File: src/design/gsc_pkg.sv
// ---------------------------------------------------------------------------
// gsc_pkg: shared types and constants for the greedy set cover unit
// Field widths, action and status codes, register indexes, FSM states and
// the control bundle sent from the sequencer to the chain of set cells.
// ---------------------------------------------------------------------------
`default_nettype none

package gsc_pkg;

    localparam int MAX_SETS_DEF  = 16;
    localparam int MAX_ELEMS_DEF = 16;

    localparam int ACTION_W = 2;
    localparam int SET_W    = 4;
    localparam int ELEM_W   = 4;
    localparam int STATUS_W = 2;
    localparam int GAIN_W   = 5;

    localparam int CFG_IDX_W  = 1;
    localparam int CFG_DATA_W = 5;

    localparam logic [CFG_IDX_W-1:0]  CFG_NUM_SETS  = 1'd0;
    localparam logic [CFG_IDX_W-1:0]  CFG_NUM_ELEMS = 1'd1;
    localparam logic [CFG_DATA_W-1:0] NUM_SETS_RST  = 5'd16;
    localparam logic [CFG_DATA_W-1:0] NUM_ELEMS_RST = 5'd16;

    localparam logic [ACTION_W-1:0] ACT_CLEAR = 2'd0;
    localparam logic [ACTION_W-1:0] ACT_ADD   = 2'd1;
    localparam logic [ACTION_W-1:0] ACT_RUN   = 2'd2;

    localparam logic [STATUS_W-1:0] STAT_PICK   = 2'd0;
    localparam logic [STATUS_W-1:0] STAT_DONE   = 2'd1;
    localparam logic [STATUS_W-1:0] STAT_REJECT = 2'd2;

    typedef enum logic [1:0] {
        S_IDLE,
        S_SCAN,
        S_PUBLISH
    } gsc_state_t;

    typedef struct packed {
        logic              clear;
        logic              load;
        logic [SET_W-1:0]  load_set;
        logic [ELEM_W-1:0] load_elem;
    } cell_ctrl_t;

endpackage

`default_nettype wire

File: src/design/gsc_req_if.sv
// ---------------------------------------------------------------------------
// gsc_req_if: request channel of the greedy set cover unit
// Valid/ready channel carrying action, set index and element.
// ---------------------------------------------------------------------------
`default_nettype none

interface gsc_req_if;
    logic                         valid;
    logic                         ready;
    logic [gsc_pkg::ACTION_W-1:0] action;
    logic [gsc_pkg::SET_W-1:0]    set_index;
    logic [gsc_pkg::ELEM_W-1:0]   element;

    modport source (output valid, action, set_index, element, input ready);
    modport sink   (input valid, action, set_index, element, output ready);
endinterface

`default_nettype wire

File: src/design/gsc_rsp_if.sv
// ---------------------------------------------------------------------------
// gsc_rsp_if: result channel of the greedy set cover unit
// Valid/ready channel carrying status, picked set, gain and last flag.
// ---------------------------------------------------------------------------
`default_nettype none

interface gsc_rsp_if;
    logic                         valid;
    logic                         ready;
    logic [gsc_pkg::STATUS_W-1:0] status;
    logic [gsc_pkg::SET_W-1:0]    picked_set;
    logic [gsc_pkg::GAIN_W-1:0]   gain;
    logic                         last;

    modport source (output valid, status, picked_set, gain, last, input ready);
    modport sink   (input valid, status, picked_set, gain, last, output ready);
endinterface

`default_nettype wire

File: src/design/gsc_cell.sv
// ---------------------------------------------------------------------------
// gsc_cell: one candidate set of the greedy set cover chain
// Holds one set mask. During a scan it compares its own uncovered count with
// the best-so-far record from its left neighbor and passes the winner right.
// ---------------------------------------------------------------------------
`default_nettype none

module gsc_cell #(
    parameter int MAX_SETS  = gsc_pkg::MAX_SETS_DEF,
    parameter int MAX_ELEMS = gsc_pkg::MAX_ELEMS_DEF,
    parameter int CELL_IDX  = 0,
    localparam int GW = $clog2(MAX_ELEMS + 1),
    localparam int IW = $clog2(MAX_SETS)
) (
    input  logic                clk,
    input  logic                rst_n,
    input  gsc_pkg::cell_ctrl_t ctrl,
    input  logic                active,
    input  logic [MAX_ELEMS-1:0] um,
    input  logic [MAX_ELEMS-1:0] covered,
    input  logic                in_valid,
    input  logic [GW-1:0]       in_gain,
    input  logic [IW-1:0]       in_idx,
    input  logic [MAX_ELEMS-1:0] in_mask,
    output logic                out_valid,
    output logic [GW-1:0]       out_gain,
    output logic [IW-1:0]       out_idx,
    output logic [MAX_ELEMS-1:0] out_mask
);

    localparam logic [MAX_ELEMS-1:0] ONE = {{(MAX_ELEMS-1){1'b0}}, 1'b1};

    logic [MAX_ELEMS-1:0] mask_reg, mask_next;
    logic                 valid_reg;
    logic [GW-1:0]        gain_reg;
    logic [IW-1:0]        idx_reg;
    logic [MAX_ELEMS-1:0] bmask_reg;
    logic [GW-1:0]        own_gain;
    logic [MAX_ELEMS-1:0] live;

    function automatic logic [GW-1:0] count_ones(input logic [MAX_ELEMS-1:0] v);
        logic [GW-1:0] c;
        c = '0;
        for (int j = 0; j < MAX_ELEMS; j++)
            c = c + GW'(v[j]);
        return c;
    endfunction

    always_comb
    begin
        mask_next = mask_reg;
        if (ctrl.clear)
            mask_next = '0;
        else if (ctrl.load && (32'(ctrl.load_set) == CELL_IDX))
            mask_next = mask_reg | (ONE << ctrl.load_elem);
    end

    assign live     = mask_reg & um & ~covered;
    assign own_gain = active ? count_ones(live) : '0;

    always_ff @(posedge clk or negedge rst_n)
    begin
        if (!rst_n)
        begin
            mask_reg  <= '0;
            valid_reg <= 1'b0;
        end
        else
        begin
            mask_reg  <= mask_next;
            valid_reg <= in_valid;
        end
    end

    // strict compare: an earlier set keeps a tie
    always_ff @(posedge clk)
    begin
        if (in_valid)
        begin
            if (own_gain > in_gain)
            begin
                gain_reg  <= own_gain;
                idx_reg   <= IW'(CELL_IDX);
                bmask_reg <= mask_reg & um;
            end
            else
            begin
                gain_reg  <= in_gain;
                idx_reg   <= in_idx;
                bmask_reg <= in_mask;
            end
        end
    end

    assign out_valid = valid_reg;
    assign out_gain  = gain_reg;
    assign out_idx   = idx_reg;
    assign out_mask  = bmask_reg;

endmodule

`default_nettype wire

File: src/design/greedy_set_cover_unit.sv
// ---------------------------------------------------------------------------
// greedy_set_cover_unit: greedy set cover engine on a chain of set cells
// Sequencer, covered mask, configuration and result register around a row
// of gsc_cell instances, one per candidate set.
// ---------------------------------------------------------------------------
//  channel | dir | payload                              | transaction when
//  req     | in  | action, set_index, element           | req.valid & req.ready
//  rsp     | out | status, picked_set, gain, last       | rsp.valid & rsp.ready
//  cfg     | in  | cfg_index, cfg_data                  | cfg_we
//
//  Clear and add are handled when taken in idle. A run repeats rounds: each
//  round launches one record, sends it down the MAX_SETS-cell chain and
//  publishes the winner, until a round finds no gain.
//  Reset clears all set masks, the covered mask and the FSM at once.
//  A stalled rsp holds the sequencer in publish; req is not taken meanwhile.
// ---------------------------------------------------------------------------
`default_nettype none

module greedy_set_cover_unit #(
    parameter int MAX_SETS  = gsc_pkg::MAX_SETS_DEF,
    parameter int MAX_ELEMS = gsc_pkg::MAX_ELEMS_DEF
) (
    input  logic                           clk,
    input  logic                           rst_n,
    gsc_req_if.sink                        req,
    gsc_rsp_if.source                      rsp,
    input  logic                           cfg_we,
    input  logic [gsc_pkg::CFG_IDX_W-1:0]  cfg_index,
    input  logic [gsc_pkg::CFG_DATA_W-1:0] cfg_data
);

    localparam int GW = $clog2(MAX_ELEMS + 1);
    localparam int IW = $clog2(MAX_SETS);

    gsc_pkg::gsc_state_t state_reg, state_next;

    logic [gsc_pkg::CFG_DATA_W-1:0] num_sets_reg, num_elems_reg;
    logic [MAX_ELEMS-1:0]           covered_reg, covered_next;
    logic                           inj_reg, inj_next;

    logic                           rsp_valid_reg, rsp_valid_next;
    logic [gsc_pkg::STATUS_W-1:0]   status_reg, status_next;
    logic [gsc_pkg::SET_W-1:0]      picked_reg, picked_next;
    logic [gsc_pkg::GAIN_W-1:0]     gain_reg, gain_next;
    logic                           last_reg, last_next;
    logic                           out_load;

    logic                 slot_free, req_fire, add_ok;
    logic [MAX_ELEMS-1:0] um;
    logic [MAX_SETS-1:0]  active;
    gsc_pkg::cell_ctrl_t  ctrl;

    logic                 ch_valid [0:MAX_SETS];
    logic [GW-1:0]        ch_gain  [0:MAX_SETS];
    logic [IW-1:0]        ch_idx   [0:MAX_SETS];
    logic [MAX_ELEMS-1:0] ch_mask  [0:MAX_SETS];

    logic          res_pick;
    logic [GW-1:0] res_gain;

    assign slot_free = !rsp_valid_reg || rsp.ready;
    assign req_fire  = req.valid && req.ready;
    assign res_gain  = ch_gain[MAX_SETS];
    assign res_pick  = (res_gain != '0);

    // universe and set-in-use masks; saturation to the parameter is implicit
    always_comb
    begin
        for (int j = 0; j < MAX_ELEMS; j++)
            um[j] = (32'(num_elems_reg) > j);
        for (int i = 0; i < MAX_SETS; i++)
            active[i] = (32'(num_sets_reg) > i);
    end

    assign add_ok = (32'(req.set_index) < 32'(num_sets_reg)) && (32'(req.set_index) < MAX_SETS)
                 && (32'(req.element) < 32'(num_elems_reg)) && (32'(req.element) < MAX_ELEMS);

    // configuration
    always_ff @(posedge clk or negedge rst_n)
    begin
        if (!rst_n)
        begin
            num_sets_reg  <= gsc_pkg::NUM_SETS_RST;
            num_elems_reg <= gsc_pkg::NUM_ELEMS_RST;
        end
        else if (cfg_we)
        begin
            unique case (cfg_index)
                gsc_pkg::CFG_NUM_SETS:  num_sets_reg  <= cfg_data;
                gsc_pkg::CFG_NUM_ELEMS: num_elems_reg <= cfg_data;
                default: ;
            endcase
        end
    end

    // next state
    always_comb
    begin
        state_next = state_reg;
        unique case (state_reg)
            gsc_pkg::S_IDLE:
                if (req_fire && req.action == gsc_pkg::ACT_RUN)
                    state_next = gsc_pkg::S_SCAN;
            gsc_pkg::S_SCAN:
                if (ch_valid[MAX_SETS])
                    state_next = gsc_pkg::S_PUBLISH;
            gsc_pkg::S_PUBLISH:
                if (slot_free)
                    state_next = res_pick ? gsc_pkg::S_SCAN : gsc_pkg::S_IDLE;
            default:
                state_next = gsc_pkg::S_IDLE;
        endcase
    end

    // outputs of the sequencer
    always_comb
    begin
        req.ready      = 1'b0;
        inj_next       = 1'b0;
        out_load       = 1'b0;
        status_next    = gsc_pkg::STAT_DONE;
        picked_next    = '0;
        gain_next      = '0;
        last_next      = 1'b1;
        covered_next   = covered_reg;
        ctrl.clear     = 1'b0;
        ctrl.load      = 1'b0;
        ctrl.load_set  = req.set_index;
        ctrl.load_elem = req.element;
        unique case (state_reg)
            gsc_pkg::S_IDLE:
            begin
                req.ready = slot_free;
                if (req_fire)
                begin
                    unique case (req.action)
                        gsc_pkg::ACT_CLEAR:
                        begin
                            ctrl.clear   = 1'b1;
                            covered_next = '0;
                        end
                        gsc_pkg::ACT_ADD:
                        begin
                            ctrl.load = add_ok;
                            if (!add_ok)
                            begin
                                out_load    = 1'b1;
                                status_next = gsc_pkg::STAT_REJECT;
                            end
                        end
                        gsc_pkg::ACT_RUN:
                            inj_next = 1'b1;
                        default: ;
                    endcase
                end
            end
            gsc_pkg::S_SCAN: ;
            gsc_pkg::S_PUBLISH:
            begin
                if (slot_free)
                begin
                    out_load = 1'b1;
                    if (res_pick)
                    begin
                        status_next  = gsc_pkg::STAT_PICK;
                        picked_next  = gsc_pkg::SET_W'(ch_idx[MAX_SETS]);
                        gain_next    = gsc_pkg::GAIN_W'(res_gain);
                        last_next    = 1'b0;
                        covered_next = covered_reg | ch_mask[MAX_SETS];
                        inj_next     = 1'b1;
                    end
                end
            end
            default: ;
        endcase
    end

    always_comb
    begin
        rsp_valid_next = rsp_valid_reg;
        if (out_load)
            rsp_valid_next = 1'b1;
        else if (rsp.ready)
            rsp_valid_next = 1'b0;
    end

    always_ff @(posedge clk or negedge rst_n)
    begin
        if (!rst_n)
        begin
            state_reg     <= gsc_pkg::S_IDLE;
            covered_reg   <= '0;
            inj_reg       <= 1'b0;
            rsp_valid_reg <= 1'b0;
        end
        else
        begin
            state_reg     <= state_next;
            covered_reg   <= covered_next;
            inj_reg       <= inj_next;
            rsp_valid_reg <= rsp_valid_next;
        end
    end

    always_ff @(posedge clk)
    begin
        if (out_load)
        begin
            status_reg <= status_next;
            picked_reg <= picked_next;
            gain_reg   <= gain_next;
            last_reg   <= last_next;
        end
    end

    assign rsp.valid      = rsp_valid_reg;
    assign rsp.status     = status_reg;
    assign rsp.picked_set = picked_reg;
    assign rsp.gain       = gain_reg;
    assign rsp.last       = last_reg;

    // chain head: inj_reg is registered together with covered, so a launch sees the updated mask
    assign ch_valid[0] = inj_reg;
    assign ch_gain[0]  = '0;
    assign ch_idx[0]   = '0;
    assign ch_mask[0]  = '0;

    for (genvar i = 0; i < MAX_SETS; i++)
    begin : g_cell
        gsc_cell #(
            .MAX_SETS  (MAX_SETS),
            .MAX_ELEMS (MAX_ELEMS),
            .CELL_IDX  (i)
        ) u_cell (
            .clk       (clk),
            .rst_n     (rst_n),
            .ctrl      (ctrl),
            .active    (active[i]),
            .um        (um),
            .covered   (covered_reg),
            .in_valid  (ch_valid[i]),
            .in_gain   (ch_gain[i]),
            .in_idx    (ch_idx[i]),
            .in_mask   (ch_mask[i]),
            .out_valid (ch_valid[i+1]),
            .out_gain  (ch_gain[i+1]),
            .out_idx   (ch_idx[i+1]),
            .out_mask  (ch_mask[i+1])
        );
    end

endmodule

`default_nettype wire

File: src/flat_wrapper.sv
// flat-port wrapper written by rule: the top's interface ports become plain ports
module greedy_set_cover_unit_flat 
#(
    parameter int MAX_SETS  = gsc_pkg::MAX_SETS_DEF,
    parameter int MAX_ELEMS = gsc_pkg::MAX_ELEMS_DEF
)
  (clk, rst_n, cfg_we, cfg_index, cfg_data, req_valid, req_action, req_set_index, req_element, req_ready, rsp_valid, rsp_status, rsp_picked_set, rsp_gain, rsp_last, rsp_ready);
  gsc_req_if req_i ();
  gsc_rsp_if rsp_i ();
  input  logic clk;
  input  logic rst_n;
  input  logic cfg_we;
  input  logic [gsc_pkg::CFG_IDX_W-1:0] cfg_index;
  input  logic [gsc_pkg::CFG_DATA_W-1:0] cfg_data;
  input wire logic [$bits(req_i.valid)-1:0] req_valid;
  input wire logic [$bits(req_i.action)-1:0] req_action;
  input wire logic [$bits(req_i.set_index)-1:0] req_set_index;
  input wire logic [$bits(req_i.element)-1:0] req_element;
  output wire logic [$bits(req_i.ready)-1:0] req_ready;
  output wire logic [$bits(rsp_i.valid)-1:0] rsp_valid;
  output wire logic [$bits(rsp_i.status)-1:0] rsp_status;
  output wire logic [$bits(rsp_i.picked_set)-1:0] rsp_picked_set;
  output wire logic [$bits(rsp_i.gain)-1:0] rsp_gain;
  output wire logic [$bits(rsp_i.last)-1:0] rsp_last;
  input wire logic [$bits(rsp_i.ready)-1:0] rsp_ready;
  assign req_i.valid = req_valid;
  assign req_i.action = req_action;
  assign req_i.set_index = req_set_index;
  assign req_i.element = req_element;
  assign req_ready = req_i.ready;
  assign rsp_valid = rsp_i.valid;
  assign rsp_status = rsp_i.status;
  assign rsp_picked_set = rsp_i.picked_set;
  assign rsp_gain = rsp_i.gain;
  assign rsp_last = rsp_i.last;
  assign rsp_i.ready = rsp_ready;
  greedy_set_cover_unit #(.MAX_SETS(MAX_SETS), .MAX_ELEMS(MAX_ELEMS)) u_core (.clk(clk), .rst_n(rst_n), .req(req_i), .rsp(rsp_i), .cfg_we(cfg_we), .cfg_index(cfg_index), .cfg_data(cfg_data));
endmodule
File: config.mk
export PLATFORM = sky130hd
export DESIGN_NAME = greedy_set_cover_unit_flat
export DESIGN_NICKNAME = d
export VERILOG_FILES = /design/src/design/gsc_pkg.sv /design/src/design/gsc_req_if.sv /design/src/design/gsc_rsp_if.sv /design/src/design/gsc_cell.sv /design/src/design/greedy_set_cover_unit.sv /design/src/flat_wrapper.sv
export SDC_FILE = /design/constraint.sdc
export NUM_CORES = 2
export LEC_CHECK = 0
export BUFFER_PORTS_ARGS = -buffer_cell sky130_fd_sc_hd__buf_2
export CORE_ASPECT_RATIO = 0.75
export CORE_MARGIN = 2
export CORE_UTILIZATION = 58
export DETAILED_ROUTE_END_ITERATION = 12
export PLACE_DENSITY = 0.77
export SLEW_MARGIN = 20
export SYNTH_ARGS = -nofsm -noshare
export SYNTH_HDL_FRONTEND = slang
export SYNTH_HIERARCHICAL = 1
export SYNTH_SLANG_ARGS = --single-unit
File: constraint.sdc
create_clock -name clk -period 6.41 [get_ports clk]
set_input_delay 0.641 -clock clk [delete_from_list [all_inputs] [get_ports clk]]
set_output_delay 0.641 -clock clk [all_outputs]
set_load 0.05 [all_outputs]
==> metrics.md <==
| Metric | Value |
|---|---|
| H-Tree Depth | `3` |
| Post-route ant nets | `0` |
| Post-synthesis mux area share | `a little under a tenth` |
| Most used DFF post-synth | `edfxtp_1` |
| Clk Latency, worst-skew pair | `approximately 630 ps` |
| Synth Area in XOR/XNOR | `0.350%` |
| Max cap viols | `0` |
| First-pass GRT wire length | `161000 um` |
| Via/cell ratio | `5.84` |
| Die area | `71200 sq um` |
| Critical path's slowest cell | `o21ai_2` |
| EDFF count, synth | `roughly 410` |
| P_sw | `roughly 3.5 mW` |
| Pwr Density | `around 260 nW/um^2` |
| Total CTS buffers | `70` |
| Total GRT Usage | `a little under a third` |
| Area leader, netlist | `edfxtp_1` |
| Type of the tightest min-delay check | `primary input to async pin` |
| Cell mode on critical path | `fa_1` |
| Fin util | `64.8%` |
| Clk buf depth | `3` |
| Sw frac | `between 30% and 40%` |
| DP Cell Count | `4579` |
| DP HPWL | `74400 um` |
| Clk slew on worst S/H paths | `70 ps` |
| Fin. Hold Viols | `0` |
| CP max stage delay | `800 ps` |
| Total gr overflow | `0` |
| Wirelength per Cell | `roughly 23 um` |
| Setup violators final | `0` |
| Yosys reg bits | `between 700 and 800` |
| Final period utilization | `97.4%` |
| Synth cell types | `61` |
| Via count | `27600` |
| Post-Synth Adder-Cell Area | `13.2%` |
| Synth Area in Simple Gates | `between 10% and 20%` |
| Core area | `68300 sq um` |
| P_leak | `22.0 nW` |
| Worst-path cell chain | `inv_1 -> buf_4 -> o21ai_2 -> buf_4 -> nand2_1 -> nor2_1 -> fa_1 -> inv_1 -> fa_1 -> fa_1 -> inv_1 -> ha_1 -> fa_1 -> xor2_1 -> and2_1 -> ha_1 -> nand4_1 -> o21ai_2 -> buf_6 -> mux2i_1` |
| Initial core utilization | `58.6%` |
| I/O pin count | `35` |
| Synth warn | `6` |
| WP data required | `roughly 7000 ps` |
| CTS Sinks | `approximately 710` |
| Async SR Flop Fraction | `42.3%` |
| Crit path time final | `6240 ps` |
| CP Data Arrival Time | `6680 ps` |
| Fill cells | `5115` |
| Crit path kind | `register to register` |
| Fmax | `approximately 160 MHz` |
| P&R area growth vs syn | `10.6%` |
| Routability cong. | `0.929` |
| Skew final | `about 22 ps` |
| Die width | `307 um` |
| Fraction of layout cells with a size suffix above 1 | `14.0%` |
| Vias in the first global route | `26800` |
| Max VDD drop | `0.000272 V` |
| TritonRoute pass-1 iters | `6` |
| Area after DPL | `about 42000 sq um` |
| Crit-path max FO | `13` |
| Clk pwr share | `35.6%` |
| Largest net degree at the start of global routing | `about 150` |
| CTS root buffer | `clkbuf_16` |
| Status | `finished clean` |
| Slew HR | `between 15 and 20%` |
| Mean Syn Cell Area | `11.1 sq um` |
| Hold Slack | `81.1 ps` |
| Top-area cell type share of the netlist area | `30.9%` |
| Port bufs | `34` |
| Pint | `slightly above 8 mW` |
| Complex-gate fraction of the synthesized area | `6.28%` |
| Worst slew pin tran | `approximately 1200 ps` |
| Logic pwr share | `between 10% and 20%` |
| Post-route DRC violation count | `0` |
| FP Rows | `83` |
| Fin nets | `just over 4000` |
| CTS tree | `yes` |
| Startpoint Class | `register` |
| Crit path capture type | `register` |
| Post-synthesis sequential area ratio | `49.8%` |
| Final wirelength | `106000 um` |
| Non-filler instance count after layout | `roughly 4700` |
| Flop pwr share | `between 50 and 60%` |
| Post-Syn Instances | `about 3600` |
| Post-Syn Area | `40000 sq um` |
| Count of hold-fix buffers inserted at cts | `0` |
| Initial antenna violation count | `3` |
| Die Y | `232 um` |
| Final Max Tran Viols | `0` |
| Area contributors post-synth | `edfxtp_1 31%, dfrtp_1 19%, fa_1 8.0%` |
| Starting DRT DRC Count | `roughly 3300` |
| Largest family of logic cells by synthesized area | `simple AND/OR/NAND/NOR gates` |
| Final Cell Area | `44300 sq um` |
==> power by group through the flow <==
stage | clock network (mW) | logic, mW | registers [mW]
floorplan | 0 | 0.651 | 5.70
global placement | 0 | 1.54 | 5.88
detailed placement | 0 | 1.56 | 5.89
CTS | 4.19 | 1.57 | 5.80
global route | 4.37 | 1.74 | 5.85
finish | 4.14 | 1.67 | 5.82
==> synth_stat cells (all sizes together), types with 12 or more instances <==
cell type and n:
edfxtp 412, buf 38, nand4 19, a31oi 65
clkbuf 37, o21ai 36, a21o 17, mux2 70
nor2b 37, nand2b 45, a21oi 266, inv 536
nand2 326, dfrtp 300, fa 160, mux2i 288
nor4 22, ha 166, or2 113, o221ai 17
nor2 439, nor4b 24, and2 74, a22o 17
xor2 16, and4bb 12
==> cell families after synthesis <==
group	Yosys count
AND/OR/NAND/NOR	1155
adder cells (fa/ha/maj)	326
other	1
buffers and inverters	611
multiplexers	358
XOR/XNOR	16
AO/OA/AOI/OAI	423
flip-flops	714
==> final cells by class <==
cell class / instances / area (sq um) / area share, %
Multi-Input combinational cell: 2308 / 17800 / 40.2
Antenna cell: 4 / 10.0 / 0.0226
Clock buffer: 106 / 2130 / 4.80
Timing Repair Buffer: 134 / 1130 / 2.54
Clock inverter: 24 / 163 / 0.367
Tap cell: 892 / 1120 / 2.52
Inverter: 536 / 2020 / 4.56
Sequential cell: 714 / 19900 / 45.0
==> what timing repair did <==
action,CTS,global route
setup buffers,0,4
setup endpoints to repair,0,281
resized for setup,0,20
==> worst paths after layout <==
| check | startpoint | endpoint | slack [ps] | depth (start not counted) |
|---|---|---|---|---|
| worst min-delay path | rst_n | u_core/g_cell[8].u_cell/out_valid$_DFF_PN0_ | 80 | 1 |
| max in group asynchronous | rst_n | u_core/g_cell[13].u_cell/out_valid$_DFF_PN0_ | 4810 | 2 |
| worst min register to register | u_core/g_cell[15].u_cell/out_mask[9]$_DFFE_PP_ | u_core/covered_reg[9]$_DFFE_PN0P_ | 450 | 1 |
| worst max register to register | u_core/num_elems_reg[3]$_DFFE_PN0P_ | u_core/g_cell[10].u_cell/out_mask[0]$_DFFE_PP_ | 170 | 20 |
| min in group clk | cfg_data[4] | u_core/num_sets_reg[4]$_DFFE_PN1P_ | 250 | 3 |
| worst max-delay path | u_core/num_elems_reg[3]$_DFFE_PN0P_ | u_core/g_cell[10].u_cell/out_mask[0]$_DFFE_PP_ | 170 | 20 |
==> per-layer routing <==
layer	track usage, %	share of wire [%]
met2	42.0	41
met1	45.0	43
met5	0	0
met3	10.0	13
met4	9.07	3.0
==> placed cells by master (no fill, tap or decap), types with 18 or more instances in the layout <==
cell type / count
or2_2: 113
clkbuf_16: 76
conb_1: 30
inv_1: 534
a31oi_1: 65
nand2b_1: 45
mux2i_1: 288
nor4b_2: 22
nor2b_1: 36
dfrtp_1: 294
nor2_1: 436
mux2_2: 70
a21oi_1: 265
buf_4: 81
clkbuf_1: 18
edfxtp_1: 412
nor4_1: 18
and2_1: 73
nand2_1: 326
ha_1: 166
fa_1: 160
buf_2: 31
==> metrics by stage <==
| stage | TNS, ps | total power [mW] | worst slack (ps) |
|---|---|---|---|
| finish | 0 | 11.6 | 166 |
| global route | -12.8 | 12.0 | -12.5 |
| CTS | 0 | 11.6 | 4.33 |
| detailed placement | 0 | 7.44 | 28.1 |
| global placement | 0 | 7.42 | 101 |
| floorplan | 0 | 6.35 | 321 |
==> worst max-delay path: cells and delay by family (launching register included) <==
| family | cells | cell delay [ps] |
|---|---|---|
| simple gates | 4 | 620 |
| buf+inv | 6 | 1040 |
| mux | 1 | 310 |
| flops | 1 | 390 |
| xor+xnor | 1 | 150 |
| fa+ha+maj | 6 | 2330 |
| compound gates | 2 | 1190 |
No activity file was read; power rests on OpenSTA's default activity.
